==> config.mk <==
export PLATFORM = sky130hd
export DESIGN_NAME = rpr_filter
export DESIGN_NICKNAME = d
export VERILOG_FILES = /design/src/rtl/rpr_pkg.sv /design/src/rtl/rpr_filter.sv
export SDC_FILE = /design/constraint.sdc
export NUM_CORES = 1
export LEC_CHECK = 0
export ABC_AREA = 1
export BUFFER_PORTS_ARGS = -buffer_cell sky130_fd_sc_hd__buf_2
export CORE_UTILIZATION = 43
export DETAILED_ROUTE_END_ITERATION = 8
export SETUP_SLACK_MARGIN = 0.02
export SYNTH_ARGS = -nofsm -noshare
export SYNTH_HDL_FRONTEND = slang
export SYNTH_SLANG_ARGS = --single-unit
==> constraint.sdc <==
create_clock -name clk_i -period 8.2 [get_ports clk_i]
set_clock_uncertainty 0.05 [all_clocks]
set_input_delay 1.23 -clock clk_i [delete_from_list [all_inputs] [get_ports clk_i]]
set_output_delay 1.23 -clock clk_i [all_outputs]
set_load 0.05 [all_outputs]
==> src/rtl/rpr_pkg.sv <==
package rpr_pkg;

  // Image and sample geometry
  localparam int unsigned Channels      = 4;
  localparam int unsigned SampleBits    = 16;
  localparam int unsigned MaxSrcWidth   = 1024;
  localparam int unsigned MaxOutWidth   = MaxSrcWidth / 2;
  localparam int unsigned MaxOutHeight  = 4096;

  // Counter and field widths
  localparam int unsigned ColBits       = $clog2(MaxSrcWidth);
  localparam int unsigned RowBits       = 13;
  localparam int unsigned WidthRegBits  = 10;
  localparam int unsigned HeightRegBits = 13;
  localparam int unsigned OutColBits    = 9;
  localparam int unsigned OutRowBits    = 12;
  localparam int unsigned AddrBits      = ColBits;

  // Filter arithmetic: column sum grows by 2 bits, full 3x3 sum by 4 bits
  localparam int unsigned VsumBits      = SampleBits + 2;
  localparam int unsigned AccBits       = SampleBits + 4;

  // Stream word widths
  localparam int unsigned PixelBits     = Channels * SampleBits;
  localparam int unsigned OutFieldBits  = PixelBits + OutColBits + OutRowBits;
  localparam int unsigned OutDataBits   = ((OutFieldBits + 7) / 8) * 8;

  // Configuration port
  localparam int unsigned CfgIdxBits    = 2;
  localparam int unsigned CfgDataBits   = 13;
  localparam logic [CfgIdxBits-1:0] CFG_OUT_WIDTH  = 2'd0;
  localparam logic [CfgIdxBits-1:0] CFG_OUT_HEIGHT = 2'd1;

  typedef logic [Channels-1:0][SampleBits-1:0] pixel_t;

  // One entry of the line store: rows r-2 and r-1 at one column
  typedef struct packed {
    pixel_t one_back;
    pixel_t two_back;
  } line_word_t;

  // Position info for the source pixel at the head of the scan
  typedef struct packed {
    logic                  last_col;
    logic                  last_row;
    logic                  emit;
    logic [AddrBits-1:0]   addr;
    logic [OutColBits-1:0] out_col;
    logic [OutRowBits-1:0] out_row;
  } scan_info_t;

endpackage

==> src/rtl/rpr_filter.sv <==
module rpr_filter (
  input  logic                 clk_i,
  input  logic                 rst_ni,
  input  logic                 step_i,
  input  logic                 last_col_i,
  input  logic                 last_row_i,
  input  rpr_pkg::pixel_t      cur_i,
  input  rpr_pkg::line_word_t  lines_i,
  output rpr_pkg::pixel_t      res_o
);
  import rpr_pkg::*;

  // Vertical sums of the two earlier columns and of the current one, per channel
  logic signed [VsumBits-1:0] hold0_q [Channels];
  logic signed [VsumBits-1:0] hold1_q [Channels];
  logic signed [VsumBits-1:0] vsum    [Channels];

  for (genvar k = 0; k < Channels; k++) begin : g_ch
    logic signed [VsumBits-1:0] cur_x, a_x, b_x;
    logic signed [AccBits-1:0]  h0_x, h1_x, v_x, acc;

    // Vertical 1-2-1, or b + 3*cur on the last row
    always_comb begin
      cur_x = VsumBits'($signed(cur_i[k]));
      a_x   = VsumBits'($signed(lines_i.two_back[k]));
      b_x   = VsumBits'($signed(lines_i.one_back[k]));
      if (last_row_i) vsum[k] = b_x + (cur_x <<< 1) + cur_x;
      else            vsum[k] = a_x + (b_x <<< 1) + cur_x;
    end

    // Horizontal 1-2-1, or h1 + 3*v on the last column; floor divide by 16
    always_comb begin
      h0_x = AccBits'(hold0_q[k]);
      h1_x = AccBits'(hold1_q[k]);
      v_x  = AccBits'(vsum[k]);
      if (last_col_i) acc = h1_x + (v_x <<< 1) + v_x;
      else            acc = h0_x + (h1_x <<< 1) + v_x;
      res_o[k] = acc[AccBits-1:4];
    end

    always_ff @(posedge clk_i or negedge rst_ni) begin
      if (!rst_ni) begin
        hold0_q[k] <= '0;
        hold1_q[k] <= '0;
      end else if (step_i) begin
        hold0_q[k] <= hold1_q[k];
        hold1_q[k] <= vsum[k];
      end
    end
  end

endmodule

-- Yosys cells after proc, flatten, opt, wreduce, memory -nomap -nowiden
Index checks and enable logic that the tools add are counted.
- add/sub/neg operators: 32
- mux-type cells: 8
- operator list (operator ; number):
    $add A18 B19 Y20 ; 8
    $add A20 B18 Y20 ; 8
    $add A16 B17 Y18 ; 8
    $add A18 B16 Y18 ; 8
    $mux W20 ; 4
    $mux W18 ; 4
- register bits after elaboration: 144
- input port bits: 197

-- Depth between registers and ports, before layout
- depth in word-level cells: 6
- gate-level depth with buffers: 29

-- Least setup slack after synthesis
Ideal clock, no wire load.
- kind: input to output
- start: input port cur_i[49] (netlist bit)
- end: output port res_o[62] (netlist bit)
- arrival: 5.943 ns
- data required time: 6.920 ns
- slack: 0.977 ns
- cell stages on the path: 27
- buffers on the path: 0
- cells stage by stage: inv_1 fa_1 inv_1 ha_1 inv_1 fa_1 inv_1 nand3_1 nand2_1 a21oi_1 o21bai_1 nand2_1 nand2_1 nand2_1 nand3_1 nand2_1 fa_1 inv_1 ha_1 a21o_1 a21oi_1 o21ai_0 a21oi_1 o21ai_0 nand2_1 nand2_1 o21ai_0
- RTL lines (item ; line ; RTL):
    start: declaration ; rpr_filter.sv:7 ; input rpr_pkg::pixel_t cur_i,
    end: declaration ; rpr_filter.sv:9 ; output rpr_pkg::pixel_t res_o

==> flow_summary.json <==
{
  "status": "completed",
  "critical-path-slowest-cell": "nor2_1",
  "io_buffers": 260,
  "max_freq_mhz": 132.1,
  "wirelength_um": 83710,
  "synth_seq_cells": 144,
  "yosysSeqAreaShare": 0.1297,
  "cts.sinks": 144,
  "final_cell_mix": "nand2_1, inv_1, o21ai_0",
  "post-route-drc-count": 0,
  "postLayoutCellArea_mm2": 0.03067,
  "rr_worst_depth": 2,
  "synth_edf_count": 0,
  "min_from": "g_ch[1].h1_x[16]",
  "synth_cell_types": 43,
  "fp.dieArea_mm2": 0.06562,
  "setup_tns_ns": 0,
  "nFillCells": 6611,
  "postPlaceCellArea_mm2": 0.03004,
  "vias_per_cell": 5.096,
  "reg2reg_slack_ns": 7.28,
  "finalSetupViolCount": 0,
  "crit_type": "in2out",
  "r2r-start": "g_ch[2].h1_x[17]",
  "yosys_warnings": 0,
  "drt-pass1-iter-count": 5,
  "synthCells": 4098,
  "worstReg2RegEnd": "g_ch[2].h1_x[17]",
  "syn_avg_cell_area_um2": 6.778,
  "syn_nets": 4839,
  "max_cap_viol_count": 0,
  "worstPathArrival_ns": 6.29,
  "ctsHoldBuffers": 0,
  "gr-usage-met3": 0.04219,
  "multiInputGateArea_mm2": 0.02080,
  "finalCritPeriodShare": 0.9232,
  "grt.overflow.total": 0,
  "area_delta_synth_final_pct": 10.42,
  "cts_resized": 0,
  "clk_latency_ns": 0.49,
  "maxSlewHeadroom": 0.2101,
  "timing.hold.ws_ns": 0.4361,
  "clkTransAtPathRegs_ns": 0.07,
  "rsz0062_at_grt": "no",
  "crit_path_start_kind": "input port",
  "final.setup.worst_slack_ns": 0.6297,
  "die_w_um": 256.2,
  "slew_violations": 0,
  "postCtsSetupBuffers": 0,
  "ant_nets": 0,
  "final_hold_viol_count": 0,
  "cts_buffers": 17,
  "grt_pass1_wl_um": 136500,
  "cts_tree": "done",
  "drive_gt1_frac": 0.08188,
  "critPathMaxFanout": 4,
  "crit_family": "adder cells",
  "hold_end": "g_ch[1].h0_x[16]",
  "holdPathStages": 2,
  "floorplan.rows": 92,
  "place.gp.congestion": 0.9694,
  "use_met1": 0.3617,
  "io_pins": 261,
  "num_vias": 26511,
  "antenna_found_initial": 20,
  "dpl.hpwl_um": 71470,
  "start_util": 0.4379,
  "layout_min_cycle_time_ns": 7.570,
  "coreArea_mm2": 0.06343,
  "mostFrequentLayoutCell": "nand2_1",
  "slowest_delay_ns": 0.66,
  "cp-end-kind": "output port",
  "fin_nets": 5076,
  "ys_async_sr_fraction": 1.000,
  "wire_per_inst_um": 16.09,
  "root_buffer": "clkbuf_16",
  "crit_buf_inv": 8,
  "seqCellArea_mm2": 0.003603,
  "die_h_um": 256.2,
  "hold_class": "reg2reg",
  "use_met2": 0.4182,
  "critical_path_required_ns": 6.92,
  "grt_max_degree": 106,
  "drt-initial-drc-count": 1609,
  "grt_pass1_vias": 25996,
  "ctsLongestPathBuffers": 2,
  "gr-usage-all-layers": 0.2599,
  "synth_area_mm2": 0.02778,
  "worst_slew_pin_slew_ns": 1.172,
  "busiest_layer": "met2",
  "cpMostUsedCell": "inv_1",
  "pre_cts_ws_ns": 0.6711,
  "synthFlopType": "dfrtp_1",
  "h-tree-depth": 4
}
-- sequential cells by signal (all words and copies together) (netlist names) --
| register | count |
|---|---|
| g_ch.h0_x | 72 |
| g_ch.h1_x | 72 |
-- cells in the mapped netlist (all sizes together) (30+ instances only) --
master     n  share of area
a21o      39          0.011
a21oi    294          0.053
a31oi     38         0.0086
clkbuf    50         0.0068
dfrtp    144           0.13
fa       272           0.20
ha       272           0.12
inv      830           0.11
nand2   1059           0.14
nand3    245          0.045
nor2     218          0.029
o21ai    358          0.068
o21bai    49          0.014
xnor2     30         0.0095
-- worst reg2reg max path: stages, from the launching register on --
cell,delay [ns]
dfrtp_1,0.50
nand2_1,0.11
o21ai_0,0.10
-- worst max-delay path by stage --
stage,from,endpoint,slack (ns),depth (start not counted)
2_1_floorplan,cur_i[49],res_o[62],0.98,27
3_3_place_gp,cur_i[33],res_o[47],0.77,30
4_1_cts,cur_i[17],res_o[31],0.66,29
3_5_place_dp,cur_i[17],res_o[31],0.67,29
6_report,cur_i[32],res_o[42],0.63,27
5_1_grt,cur_i[17],res_o[31],0.16,29
-- stage by stage --
stage                     utilization  std cells
after floorplan                     -       4098
after global placement         0.4737       5162
after detailed placement       0.4737       5162
after CTS                      0.4832       5194
after global routing           0.4834       5200
final                          0.4835       5202
-- kinds of logic after synthesis --
| group | count (synthesis) | share of synthesized area |
|---|---|---|
| XOR/XNOR | 57 | 0.01797 |
| adder cells (fa/ha/maj) | 544 | 0.3186 |
| buffers and inverters | 892 | 0.1213 |
| AO/OA/AOI/OAI | 831 | 0.1683 |
| AND/OR/NAND/NOR | 1630 | 0.2441 |
| flip-flops | 144 | 0.1297 |
-- area by class of cell --
| type | count | area share |
|---|---|---|
| Antenna cell | 8 | 0.0006528 |
| Clock buffer | 19 | 0.01477 |
| Clock inverter | 13 | 0.004937 |
| Inverter | 831 | 0.1018 |
| Multi-Input combinational cell | 3062 | 0.6783 |
| Sequential cell | 144 | 0.1175 |
| Tap cell | 846 | 0.03452 |
| Timing Repair Buffer | 279 | 0.04753 |
-- routing by layer --
metal,routed length (um),up-vias
met5,147,-
met4,1568,24
met3,4155,98
met2,37570,573
met1,40270,12261
li1,-,13555
Power is not shown: default switching activity piles up to over one toggle a cycle in this logic, so the estimate is an artifact.
