## src/rtl/rpr_pkg.sv

```systemverilog
package rpr_pkg;

  // Image and sample geometry
  localparam int unsigned Channels      = 4;
  localparam int unsigned SampleBits    = 16;
  localparam int unsigned MaxSrcWidth   = 1024;
  localparam int unsigned MaxOutWidth   = MaxSrcWidth / 2;
  localparam int unsigned MaxOutHeight  = 4096;

  // Counter and field widths
  localparam int unsigned ColBits       = $clog2(MaxSrcWidth);
  localparam int unsigned RowBits       = 13;
  localparam int unsigned WidthRegBits  = 10;
  localparam int unsigned HeightRegBits = 13;
  localparam int unsigned OutColBits    = 9;
  localparam int unsigned OutRowBits    = 12;
  localparam int unsigned AddrBits      = ColBits;

  // Filter arithmetic: column sum grows by 2 bits, full 3x3 sum by 4 bits
  localparam int unsigned VsumBits      = SampleBits + 2;
  localparam int unsigned AccBits       = SampleBits + 4;

  // Stream word widths
  localparam int unsigned PixelBits     = Channels * SampleBits;
  localparam int unsigned OutFieldBits  = PixelBits + OutColBits + OutRowBits;
  localparam int unsigned OutDataBits   = ((OutFieldBits + 7) / 8) * 8;

  // Configuration port
  localparam int unsigned CfgIdxBits    = 2;
  localparam int unsigned CfgDataBits   = 13;
  localparam logic [CfgIdxBits-1:0] CFG_OUT_WIDTH  = 2'd0;
  localparam logic [CfgIdxBits-1:0] CFG_OUT_HEIGHT = 2'd1;

  typedef logic [Channels-1:0][SampleBits-1:0] pixel_t;

  // One entry of the line store: rows r-2 and r-1 at one column
  typedef struct packed {
    pixel_t one_back;
    pixel_t two_back;
  } line_word_t;

  // Position info for the source pixel at the head of the scan
  typedef struct packed {
    logic                  last_col;
    logic                  last_row;
    logic                  emit;
    logic [AddrBits-1:0]   addr;
    logic [OutColBits-1:0] out_col;
    logic [OutRowBits-1:0] out_row;
  } scan_info_t;

endpackage

```

## src/rtl/rpr_scan.sv

```systemverilog
module rpr_scan (
  input  logic                                clk_i,
  input  logic                                rst_ni,
  input  logic                                cfg_valid_i,
  input  logic [rpr_pkg::CfgIdxBits-1:0]      cfg_index_i,
  input  logic [rpr_pkg::CfgDataBits-1:0]     cfg_data_i,
  input  logic                                advance_i,
  output rpr_pkg::scan_info_t                 info_o
);
  import rpr_pkg::*;

  logic [WidthRegBits-1:0]  width_q;
  logic [HeightRegBits-1:0] height_q;
  logic [ColBits-1:0]       col_q, col_d;
  logic [RowBits-1:0]       row_q, row_d;
  logic [WidthRegBits-1:0]  w_eff;
  logic [HeightRegBits-1:0] h_eff;
  logic [ColBits:0]         last_col_pos;
  logic [RowBits:0]         last_row_pos;
  logic [ColBits-1:0]       col_m2;
  logic [RowBits-1:0]       row_m2;
  logic [WidthRegBits-1:0]  w_m1;
  logic [HeightRegBits-1:0] h_m1;
  logic                     emit_col, emit_row;

  // Register writes
  always_ff @(posedge clk_i or negedge rst_ni) begin
    if (!rst_ni) begin
      width_q  <= WidthRegBits'(MaxOutWidth);
      height_q <= HeightRegBits'(512);
    end else if (cfg_valid_i) begin
      unique case (cfg_index_i)
        CFG_OUT_WIDTH:  width_q  <= cfg_data_i[WidthRegBits-1:0];
        CFG_OUT_HEIGHT: height_q <= cfg_data_i[HeightRegBits-1:0];
        default: ;
      endcase
    end
  end

  // Clamp sizes into their legal range
  always_comb begin
    if (width_q == '0) w_eff = WidthRegBits'(1);
    else if (width_q > WidthRegBits'(MaxOutWidth)) w_eff = WidthRegBits'(MaxOutWidth);
    else w_eff = width_q;
    if (height_q == '0) h_eff = HeightRegBits'(1);
    else if (height_q > HeightRegBits'(MaxOutHeight)) h_eff = HeightRegBits'(MaxOutHeight);
    else h_eff = height_q;
  end

  // Edge detection and output position
  always_comb begin
    last_col_pos = (ColBits+1)'({w_eff, 1'b0}) - (ColBits+1)'(1);
    last_row_pos = {h_eff, 1'b0} - (RowBits+1)'(1);
    col_m2       = col_q - ColBits'(2);
    row_m2       = row_q - RowBits'(2);
    w_m1         = w_eff - WidthRegBits'(1);
    h_m1         = h_eff - HeightRegBits'(1);

    info_o.last_col = {1'b0, col_q} >= last_col_pos;
    info_o.last_row = {1'b0, row_q} >= last_row_pos;
    emit_col = info_o.last_col || ((|col_q[ColBits-1:1]) && !col_q[0]);
    emit_row = info_o.last_row || ((|row_q[RowBits-1:1]) && !row_q[0]);
    info_o.emit = emit_col && emit_row;
    info_o.addr = col_q;
    info_o.out_col = info_o.last_col ? w_m1[OutColBits-1:0] : col_m2[OutColBits:1];
    info_o.out_row = info_o.last_row ? h_m1[OutRowBits-1:0] : row_m2[OutRowBits:1];
  end

  // Raster counters
  always_comb begin
    col_d = col_q;
    row_d = row_q;
    if (advance_i) begin
      if (info_o.last_col) begin
        col_d = '0;
        row_d = info_o.last_row ? '0 : row_q + RowBits'(1);
      end else begin
        col_d = col_q + ColBits'(1);
      end
    end
  end

  always_ff @(posedge clk_i or negedge rst_ni) begin
    if (!rst_ni) begin
      col_q <= '0;
      row_q <= '0;
    end else begin
      col_q <= col_d;
      row_q <= row_d;
    end
  end

  a_col_wrap: assert property (@(posedge clk_i) disable iff (!rst_ni)
    advance_i && info_o.last_col |=> col_q == '0)
    else $error("column did not wrap after last column");

  a_col_step: assert property (@(posedge clk_i) disable iff (!rst_ni)
    advance_i && !info_o.last_col |=> col_q == $past(col_q) + ColBits'(1))
    else $error("column did not step by one");

  a_row_hold: assert property (@(posedge clk_i) disable iff (!rst_ni)
    advance_i && !info_o.last_col |=> $stable(row_q))
    else $error("row moved inside a source row");

endmodule

```

## config.mk

```make
export PLATFORM = sky130hd
export DESIGN_NAME = rpr_scan
export DESIGN_NICKNAME = d
export VERILOG_FILES = /design/src/rtl/rpr_pkg.sv /design/src/rtl/rpr_scan.sv
export SDC_FILE = /design/constraint.sdc
export NUM_CORES = 1
export LEC_CHECK = 0
export BUFFER_PORTS_ARGS = -buffer_cell sky130_fd_sc_hd__buf_2
export CAP_MARGIN = 25
export CORE_MARGIN = 4
export CORE_UTILIZATION = 63
export DETAILED_ROUTE_END_ITERATION = 8
export HOLD_SLACK_MARGIN = 0.15
export PLACE_DENSITY = 0.9
export SKIP_CTS_REPAIR_TIMING = 1
export SYNTH_ARGS = -nofsm -noshare
export SYNTH_HDL_FRONTEND = slang
export SYNTH_SLANG_ARGS = --single-unit
```

## constraint.sdc

```tcl
create_clock -name clk_i -period 10.55 [get_ports clk_i]
set_input_delay 1.055 -clock clk_i [delete_from_list [all_inputs] [get_ports clk_i]]
set_output_delay 1.055 -clock clk_i [all_outputs]
set_load 0.005 [all_outputs]
```

* Word-level counts from Yosys, hierarchy flattened
Index checks and enable logic that the tools add are counted. Widths: inputs -> output; s select.
Storage, ports and cells: ROM bits 0, output and inout bits 34, memories 0, latch bits 0, RAM bits 0, word-level logic and storage cells 40, bits in registers 46, input port bits 19
Cells by class: mux-type cells 8, reduce and logical (&&, ||, !) cells 15, divide/modulo/power cells 0, order comparisons 4, add/subtract/negate cells 8, multiply operators 0, equality and inequality tests 1, bitwise logic cells 0, shift-type cells 0
Operator list (number):
- $mux 13 | 3
- $mux 10 | 3
- $ge 13x14->1 | 1
- $sub 14x1->14 const B | 1
- $add 13x1->13 const B | 1
- $gt 13x13->1 const B | 1
- $logic_not 13->1 | 1
- $sub 13x2->13 const B | 1
- $mux 12 | 1
- $reduce_or 12->1 | 1
- $sub 12x1->12 const B | 1
- $ge 10x11->1 | 1
- $sub 11x1->11 const B | 1
- $add 10x1->10 const B | 1
- $gt 10x10->1 const B | 1
- $logic_not 10->1 | 1
- $sub 10x2->10 const B | 1
- $mux 9 | 1
- $reduce_or 9->1 | 1
- $sub 9x1->9 const B | 1
- $reduce_and 2->1 | 3
- $logic_and 1x1->1 | 3
- $eq 2x1->1 const B | 1
- $logic_not 1->1 | 2
- other kinds (2) | 3

* Longest topological paths before layout
Gate-level depths: netlist of run 1.
depth in word-level cells 7, mapped depth 28, mapped depth without buffers 24

* Least setup slack after synthesis of run 1
No wires, ideal clock.
kind flip-flop to output port, start point reg width_q[2], end point out info_o[18] (netlist name), setup slack 4.840 ns, path buffers 4, stages on the path, launching flop included 29, arrival 4.655 ns, path through dfrtp_1 > or3_1 > or4_1 > clkbuf_2 > nor3_1 > nor2_1 > nor2_1 > inv_1 > ha_1 > clkbuf_1 > nand3_1 > o21a_1 > o22ai_1 > ha_1 > a21oi_1 > nor2b_1 > o21ai_0 > nand2b_1 > a21oi_4 > inv_2 > buf_6 > mux2i_1 > ha_1 > clkbuf_1 > nand2_1 > nor4_1 > xor2_1 > nand2_1 > o21ai_0
RTL lines:
- start: declaration | RTL line rpr_scan.sv:12 | logic [WidthRegBits-1:0] width_q;
- start signal: assignment | RTL line rpr_scan.sv:29 | width_q <= WidthRegBits'(MaxOutWidth);
- start signal: assignment | RTL line rpr_scan.sv:33 | CFG_OUT_WIDTH: width_q <= cfg_data_i[WidthRegBits-1:0];
- end: declaration | RTL line rpr_scan.sv:8 | output rpr_pkg::scan_info_t info_o

==> impl_metrics.json, run 1 <==
{
  "cts_made_buffers": 5,
  "syn_area_um2": 3970,
  "areaGrowthSynthToFinish_pct": 7.31,
  "final_common_cell": "buf_2",
  "setup_tns_ps": 0,
  "drv_slew": 0,
  "worstPathRequired_ps": 9500,
  "swShare_pct": 42.7,
  "synthArstFlopShare_pct": 100,
  "rsz0062_at_grt": "false",
  "grt_pass1_wl_mm": 16.9,
  "hold_viol": 0,
  "post-route-min-period_ps": 6970,
  "dp_cells": 559,
  "grt_max_degree": 47,
  "drc": 0,
  "die_h_um": 87.4,
  "num_rows": 28,
  "synthCells": 468,
  "grt_pass1_vias": 3493,
  "worst_pin_slew_ps": 884,
  "finClkSkew_ps": 6.97,
  "status": "finished, final reports clean",
  "drt_wl_total_mm": 10.1,
  "vias_per_cell": 6.64,
  "routabilityCongestion": 0.964,
  "final_util_pct": 70.7,
  "seqPwrFrac_pct": 36.6,
  "cts_buffer_depth": 2,
  "post-place-ws_ps": 4010,
  "hold_class": "in -> async",
  "dpl.hpwl_mm": 7.34,
  "tritoncts": "done",
  "setup_violations": 0,
  "pwr-share-clk_pct": 14.3,
  "cap_violations": 0,
  "max-slew-margin-rel_pct": 41.1,
  "ant_nets": 0,
  "ir_drop_v": 0.000177,
  "cts.sinks": 46,
  "syn-num-nets": 514,
  "start_util_pct": 65.9,
  "grt_use_total_pct": 27.3,
  "crit_type": "reg -> out",
  "yosysTopAreaCell": "dfrtp_1",
  "end_kind": "output port",
  "finalNonFillerCells": 568,
  "setup.worst_path.start_class": "register",
  "synth_edf_count": 0,
  "p_int_uw": 448,
  "n_fill_cell": 466,
  "drt-pass1-iter-count": 5,
  "drive_gt1_share_pct": 19.9,
  "ys_top_cells_by_area": "dfrtp_1 (28%), ha_1 (8.5%), mux2_2 (6.5%)",
  "p_leak_nw": 1.94,
  "overflow": 0,
  "fp.dieW_um": 87.4,
  "yosysUniqueCellTypes": 57,
  "die_area_um2": 7640,
  "fmax_mhz": 143,
  "comb_power_share_pct": 49.1,
  "finalCritPeriodShare_pct": 66.1,
  "synth_ff_type": "dfrtp_1",
  "path_max_fanout": 26,
  "p_sw_uw": 334,
  "r2r_cells": 15,
  "synth_area_per_cell_um2": 8.49,
  "clk_pin_slew_ps": 80,
  "core-area_um2": 6030,
  "port_buffers": 52,
  "fin_ws_ps": 3580,
  "synth_top_area_share_pct": 27.7,
  "synth-seq-cells": 46,
  "ys.warnings.count": 0,
  "drt-initial-drc-count": 383,
  "mostFrequentLayoutCells": "buf_2 (52), nor2_1 (48), dfrtp_1 (44)",
  "power_density_nw_per_um2": 183,
  "wl_per_cell_um": 17.8,
  "design.portCount": 53,
  "antenna_found_initial": 0,
  "ys_seq_area_share_pct": 29.0,
  "worstSkewPairLatency_ps": 300,
  "vias": 3772,
  "fin_nets": 538,
  "cts-root-buf": "clkbuf_8",
  "diodes": 0,
  "cts_max_level": 2,
  "cp.arrival_ps": 5920
}
## synth_stat cells, drive strengths merged (5+ instances only)
master and instances:
nor2 48, dfrtp 44, a21oi 27, ha 27, o21ai 27, mux2 23
xnor2 21, o31ai 20, clkbuf 19, buf 18, nand3 18, nand2 17
nor3 17, inv 14, and3 11, nand2b 11, o22ai 10, nor4 8
a21o 7, and2 7, nor2b 7, o21a 7, xor2 7, mux2i 6
nand4 6, o2bb2ai 5
## layout make-up
type	instances	area, µm²	area share, %
clock buffers	6	82.6	1.94
clock inverters	2	12.5	0.294
inverters	14	52.6	1.23
multi-input cells	371	2580	60.5
flip-flops and latches	46	1150	27.1
well taps	75	93.8	2.20
repair buffers	54	288	6.75
## worst max-delay path, stage by stage, from the launching register on
cell	delay (ps)
dfrtp_1	430
or3_1	390
or4_1	550
nor3_1	220
nor2_1	60
nor2_1	200
inv_1	80
ha_1	300
nand3_1	110
o21a_1	120
o22ai_1	70
ha_1	300
a21oi_1	160
nor2b_1	60
o21ai_0	150
nand2b_1	110
a21oi_4	570
inv_2	290
mux2i_1	260
ha_1	340
nand2_1	130
nor4_1	250
xor2_1	170
nand2_1	60
o21ai_0	110
buf_2	140
## through the flow
step | hold slack, ps | power (mW) | cell area, µm²
finish | 570 | 0.782 | 4260
floorplan | 480 | 0.539 | 3970
global placement | 519 | 0.648 | 4150
global route | 571 | 0.845 | 4260
CTS | 550 | 0.780 | 4240
detailed placement | 532 | 0.665 | 4150
## routing by layer
layer | vias up | global-route usage (%) | routed length, µm | part of all wire (%)
met1 | 1772 | 36.4 | 4210 | 42
met2 | 211 | 45.5 | 4820 | 48
met4 | 0 | 9.07 | 267 | 2.6
met5 | - | 0 | 0 | 0
li1 | 1755 | - | - | -
met3 | 34 | 3.69 | 791 | 7.8
## power by group through the flow
stage,logic [mW],clock network [mW],registers [mW]
floorplan,0.291,0,0.248
global placement,0.365,0,0.283
detailed placement,0.379,0,0.286
CTS,0.382,0.115,0.283
global route,0.430,0.123,0.293
finish,0.384,0.112,0.287
## worst paths after layout
check	startpoint	end	slack, ps
setup / recovery	width_q[2]	info_o[18]	3580
hold / removal	rst_ni	height_q[10]	570
setup reg to reg	height_q[2]	row_q[3]	5460
hold reg to reg	row_q[7]	row_q[7]	570
max in group asynchronous	rst_ni	width_q[9]	9490
min in group clk_i	row_q[7]	row_q[7]	570
## registers in the layout, summed over array words and instances, names as in the netlist
signal / cells
col_q: 10
height_q: 13
width_q: 10
row_q: 13
## logic make-up (layout without fill, tap and decap cells)
kind of cell / after synthesis / count (layout) / synth area share, %
adders and majority gates: 27 / 27 / 8.50
buffers and inverters: 51 / 76 / 6.02
xor gates and xnor gates: 28 / 28 / 6.17
AOI/OAI and AO/OA: 123 / 123 / 20.6
and+or+nand+nor: 164 / 164 / 21.6
muxes: 29 / 29 / 8.03
DFF: 46 / 46 / 29.0
No activity file was read; power rests on OpenSTA's default activity.
==> run 2, diff against run 1 <==
--- a/config.mk
+++ b/config.mk
@@ -8,10 +8,10 @@
 export BUFFER_PORTS_ARGS = -buffer_cell sky130_fd_sc_hd__buf_2
 export CAP_MARGIN = 25
 export CORE_MARGIN = 4
-export CORE_UTILIZATION = 63
+export CORE_UTILIZATION = 59
 export DETAILED_ROUTE_END_ITERATION = 8
 export HOLD_SLACK_MARGIN = 0.15
-export PLACE_DENSITY = 0.9
+export PLACE_DENSITY = 0.85
 export SKIP_CTS_REPAIR_TIMING = 1
 export SYNTH_ARGS = -nofsm -noshare
 export SYNTH_HDL_FRONTEND = slang
==> constraint.sdc (replaced) <==
create_clock -name clk_i -period 7.2 [get_ports clk_i]
set_input_delay 0.72 -clock clk_i [delete_from_list [all_inputs] [get_ports clk_i]]
set_output_delay 0.72 -clock clk_i [all_outputs]
set_load 0.005 [all_outputs]
==> impl_metrics.json, run 2 (synthesis gave the netlist of run 1 again) <==
{
  "setup.worst_path.start_class": "register",
  "final_common_cell": "buf_2",
  "die_h_um": 90.1,
  "n_fill_cell": 547,
  "cts_made_buffers": 5,
  "tritoncts": "done",
  "mostFrequentLayoutCells": "buf_2 (52), nor2_1 (48), dfrtp_1 (44)",
  "p_leak_nw": 1.94,
  "vias": 3741,
  "rrSetupSlack_ps": 2620,
  "path_max_fanout": 15,
  "fin_nets": 540,
  "core-area_um2": 6460,
  "cts_buffer_depth": 2,
  "end_kind": "output port",
  "max-slew-margin-rel_pct": 54.9,
  "drt_wl_total_mm": 10.3,
  "finalCritPeriodShare_pct": 88.0,
  "num_rows": 29,
  "cts.sinks": 46,
  "fin_ws_ps": 864,
  "grt_pass1_wl_mm": 17.2,
  "reg_top3": "height_q x13, row_q x13",
  "fmax_mhz": 158,
  "overflow": 0,
  "cap_violations": 0,
  "areaGrowthSynthToFinish_pct": 7.09,
  "fp.dieW_um": 90.1,
  "clk_pin_slew_ps": 80,
  "drv_slew": 0,
  "crit_type": "reg -> out",
  "ir_drop_v": 0.000185,
  "ant_nets": 0,
  "grt_max_degree": 47,
  "cts_max_level": 2,
  "hold_class": "in -> async",
  "setup_tns_ps": 0,
  "drt-pass1-iter-count": 5,
  "grt_use_total_pct": 25.1,
  "rsz0062_at_grt": "false",
  "hold_viol": 0,
  "post-route-min-period_ps": 6340,
  "die_area_um2": 8110,
  "drive_gt1_share_pct": 19.6,
  "vias_per_cell": 6.54,
  "port_buffers": 52,
  "finClkSkew_ps": 6.79,
  "dpl.hpwl_mm": 7.56,
  "diodes": 0,
  "setup_violations": 0,
  "design_area_um2": 4250,
  "post-place-ws_ps": 978,
  "antenna_found_initial": 0,
  "start_util_pct": 61.5,
  "status": "finished, final reports clean",
  "grt_pass1_vias": 3628,
  "power_density_nw_per_um2": 269,
  "cp.arrival_ps": 5620,
  "drt-initial-drc-count": 318,
  "routabilityCongestion": 0.956,
  "drc": 0,
  "worst_pin_slew_ps": 677,
  "total_power_mw": 1.14,
  "wl_per_cell_um": 17.9,
  "design.portCount": 53,
  "cts-root-buf": "clkbuf_8",
  "placedInstanceArea_um2": 4170,
  "worstPathRequired_ps": 6480,
  "worstSkewPairLatency_ps": 290
}
run 2: final timing paths:
check / from / end / cells past startpoint
max: width_q[2] / info_o[18] / 25
min: rst_ni / height_q[10] / 2
max reg2reg: width_q[2] / row_q[2] / 19
min reg2reg: height_q[0] / height_q[0] / 1
max in group asynchronous: rst_ni / height_q[4] / 2
min in group clk_i: height_q[0] / height_q[0] / 1
run 2: cell type report:
class / count / area, µm² / area share (%)
multi-input cells: 372 / 2590 / 60.9
inverters: 14 / 52.6 / 1.24
well taps: 77 / 96.3 / 2.26
flip-flops and latches: 46 / 1150 / 27.1
repair buffers: 55 / 283 / 6.65
clock buffers: 8 / 80.1 / 1.88
run 2: where the power goes:
part           switching (mW)  internal, mW
sequential              0.111         0.309
combinational           0.299         0.272
clock                  0.0844        0.0692
run 2: per-layer routing:
layer	share of wire (%)	vias to the layer above	track usage [%]
met4	2.9	0	9.82
met1	42	1769	33.0
met5	0	-	0
met2	48	177	41.7
li1	-	1760	-
met3	6.7	35	3.51
run 2: critical path, stage by stage, from the launching register on:
cell and delay, ps:
dfrtp_1 420, or3_1 390, or4_1 540, nor3_1 180, nor2_1 60, nor2_1 180, inv_1 70, ha_1 300
nand3_1 110, o21a_1 120, o22ai_1 80, ha_1 310, a21oi_1 150, nor2b_1 50, o21ai_0 160, nand2b_1 190
a21oi_4 370, inv_2 210, mux2i_1 240, ha_1 340, nand2_1 150, nor4_1 240, xor2_1 180, nand2_1 60
o21ai_0 90, buf_2 140
run 2: stage by stage:
stage / util (%) / std cells / hold WS (ps)
global route: 65.9 / 572 / 576
global placement: 64.5 / 563 / 510
floorplan: - / 468 / 424
CTS: 65.7 / 571 / 541
finish: 65.9 / 572 / 507
detailed placement: 64.5 / 563 / 540
==> run 3, diff against run 2 <==
--- a/config.mk
+++ b/config.mk
@@ -5,13 +5,14 @@
 export SDC_FILE = /design/constraint.sdc
 export NUM_CORES = 1
 export LEC_CHECK = 0
+export ABC_AREA = 1
 export BUFFER_PORTS_ARGS = -buffer_cell sky130_fd_sc_hd__buf_2
 export CAP_MARGIN = 25
 export CORE_MARGIN = 4
 export CORE_UTILIZATION = 59
 export DETAILED_ROUTE_END_ITERATION = 8
 export HOLD_SLACK_MARGIN = 0.15
-export PLACE_DENSITY = 0.85
+export PLACE_DENSITY = 0.86
 export SKIP_CTS_REPAIR_TIMING = 1
 export SYNTH_ARGS = -nofsm -noshare
 export SYNTH_HDL_FRONTEND = slang
==> impl_metrics.json, run 3 <==
{
  "status": "finished, final reports clean",
  "setup.worst_path.start_class": "register",
  "cpMostUsedCell": "nand2_1",
  "synth_edf_count": 0,
  "worstSkewPairLatency_ps": 310,
  "highest_layer": "met4",
  "routabilityCongestion": 1.06,
  "post-place-ws_ps": 1920,
  "synth_ff_type": "dfrtp_1",
  "placedInstanceArea_um2": 4080,
  "die_area_um2": 7750,
  "syn-num-nets": 591,
  "route.met3.wl_um": 510,
  "grt_pass1_wl_mm": 15.7,
  "drc": 0,
  "max-slew-margin-rel_pct": 47.5,
  "cts.sinks": 46,
  "cts-root-buf": "clkbuf_8",
  "drt-met1-wl_mm": 4.09,
  "path_delay_family": "simple AND/OR/NAND/NOR gates",
  "vias": 3646,
  "overflow": 0,
  "cap_violations": 0,
  "ys_seq_area_share_pct": 30.5,
  "drt_wl_total_mm": 8.99,
  "ir_drop_v": 0.000230,
  "grt_use_total_pct": 25.5,
  "post-route-min-period_ps": 5680,
  "clk_pin_slew_ps": 90,
  "cts_made_buffers": 5,
  "cp.arrival_ps": 4960,
  "synthCells": 545,
  "cts_max_level": 2,
  "vias_per_cell": 5.43,
  "die_h_um": 88.0,
  "hold_viol": 0,
  "fin_nets": 641,
  "mostFrequentLayoutCells": "nand2_1 (138), inv_1 (77), nor2_1 (52), buf_2 (52), dfrtp_1 (44)",
  "final_common_cell": "nand2_1",
  "synth-seq-cells": 46,
  "port_buffers": 52,
  "num_rows": 28,
  "diodes": 0,
  "synth_area_per_cell_um2": 6.94,
  "syn_area_um2": 3780,
  "drt-pass1-iter-count": 5,
  "synth_top_area_share_pct": 29.1,
  "holdWs_ps": 228,
  "grt_max_degree": 47,
  "tritoncts": "done",
  "end_kind": "output port",
  "wl_met2_mm": 4.21,
  "setup_violations": 0,
  "dpl.hpwl_mm": 7.27,
  "wl_per_cell_um": 13.4,
  "p_leak_nw": 2.21,
  "path_buf_inv": 2,
  "core-area_um2": 6060,
  "fp.dieW_um": 88.0,
  "r2r-start": "width_q[6]",
  "drt-initial-drc-count": 251,
  "fmax_mhz": 176,
  "finClkSkew_ps": 7.44,
  "finalCritPeriodShare_pct": 78.9,
  "start_util_pct": 62.4,
  "hold_class": "in -> async",
  "design_area_um2": 4190,
  "fin_ws_ps": 1520,
  "cts_buffer_depth": 2,
  "yosysUniqueCellTypes": 38,
  "reg_top3": "height_q x13, row_q x13",
  "rrSetupSlack_ps": 2540,
  "cpMaxStageDelayCell": "dfstp_2",
  "crit_type": "reg -> out",
  "drive_gt1_share_pct": 15.8,
  "synth_common_cells": "nand2_1 (138), inv_1 (77), nor2_1 (52)",
  "grt_pass1_vias": 3436,
  "path_max_fanout": 18,
  "synthArstFlopShare_pct": 100,
  "worst_pin_slew_ps": 785,
  "worstSetupStartpoint": "height_q[9]",
  "rsz0062_at_grt": "false",
  "yosysMostFrequentCell": "nand2_1",
  "critical_path.max_stage_delay_ps": 550,
  "power_density_nw_per_um2": 372,
  "areaGrowthSynthToFinish_pct": 10.8,
  "design.portCount": 53,
  "ant_nets": 0,
  "antenna_found_initial": 0,
  "setup_tns_ps": 0,
  "drv_slew": 0,
  "yosysTopAreaCell": "dfrtp_1",
  "worstPathRequired_ps": 6480,
  "ys_top_cells_by_area": "dfrtp_1 (29%), nand2_1 (14%), ha_1 (8.9%)",
  "ys.warnings.count": 0
}
-- run 3: power breakdown --
part / switching (mW) / internal [mW]
sequential: 0.0847 / 0.321
combinational: 0.590 / 0.399
clock: 0.0943 / 0.0685
total: 0.769 / 0.789
-- run 3: cells by family after synthesis --
logic type               after synthesis  synth area share [%]
AO/OA/AOI/OAI                         74                  11.1
adder cells (fa/ha/maj)               27                  8.94
AND/OR/NAND/NOR                      274                  32.1
XOR/XNOR                              32                  7.41
buffers and inverters                 90                  9.37
flip-flops                            46                  30.5
multiplexers                           2                 0.596
-- run 3: final cells by class --
class | count | area, µm²
multi-input cells | 409 | 2270
fillers | 536 | 1870
flip-flops and latches | 46 | 1150
inverters | 80 | 300
repair buffers | 53 | 280
well taps | 75 | 93.8
clock buffers | 5 | 68.8
clock inverters | 3 | 18.8
-- run 3: per-stage QoR --
step | total power [mW] | instances | util [%]
2_1_floorplan | 1.09 | 545 | -
6_report | 1.56 | 671 | 69.1
5_1_grt | 1.73 | 671 | 69.1
4_1_cts | 1.56 | 670 | 68.8
3_5_place_dp | 1.39 | 662 | 67.3
3_3_place_gp | 1.35 | 662 | 67.3
-- run 3: routing by layer --
metal / vias up / global-route usage (%)
met3: 17 / 3.48
met4: 0 / 8.79
met1: 1653 / 35.0
li1: 1848 / -
met5: - / 0
met2: 128 / 41.4
-- run 3: final timing paths --
path                               endpoint  depth (start not counted)
worst max-delay path              info_o[8]                         30
worst min-delay path             width_q[1]                          1
worst max register to register    row_q[10]                         23
worst min register to register  height_q[2]                          2
min in group clk_i              height_q[2]                          2
max in group asynchronous        width_q[9]                          2
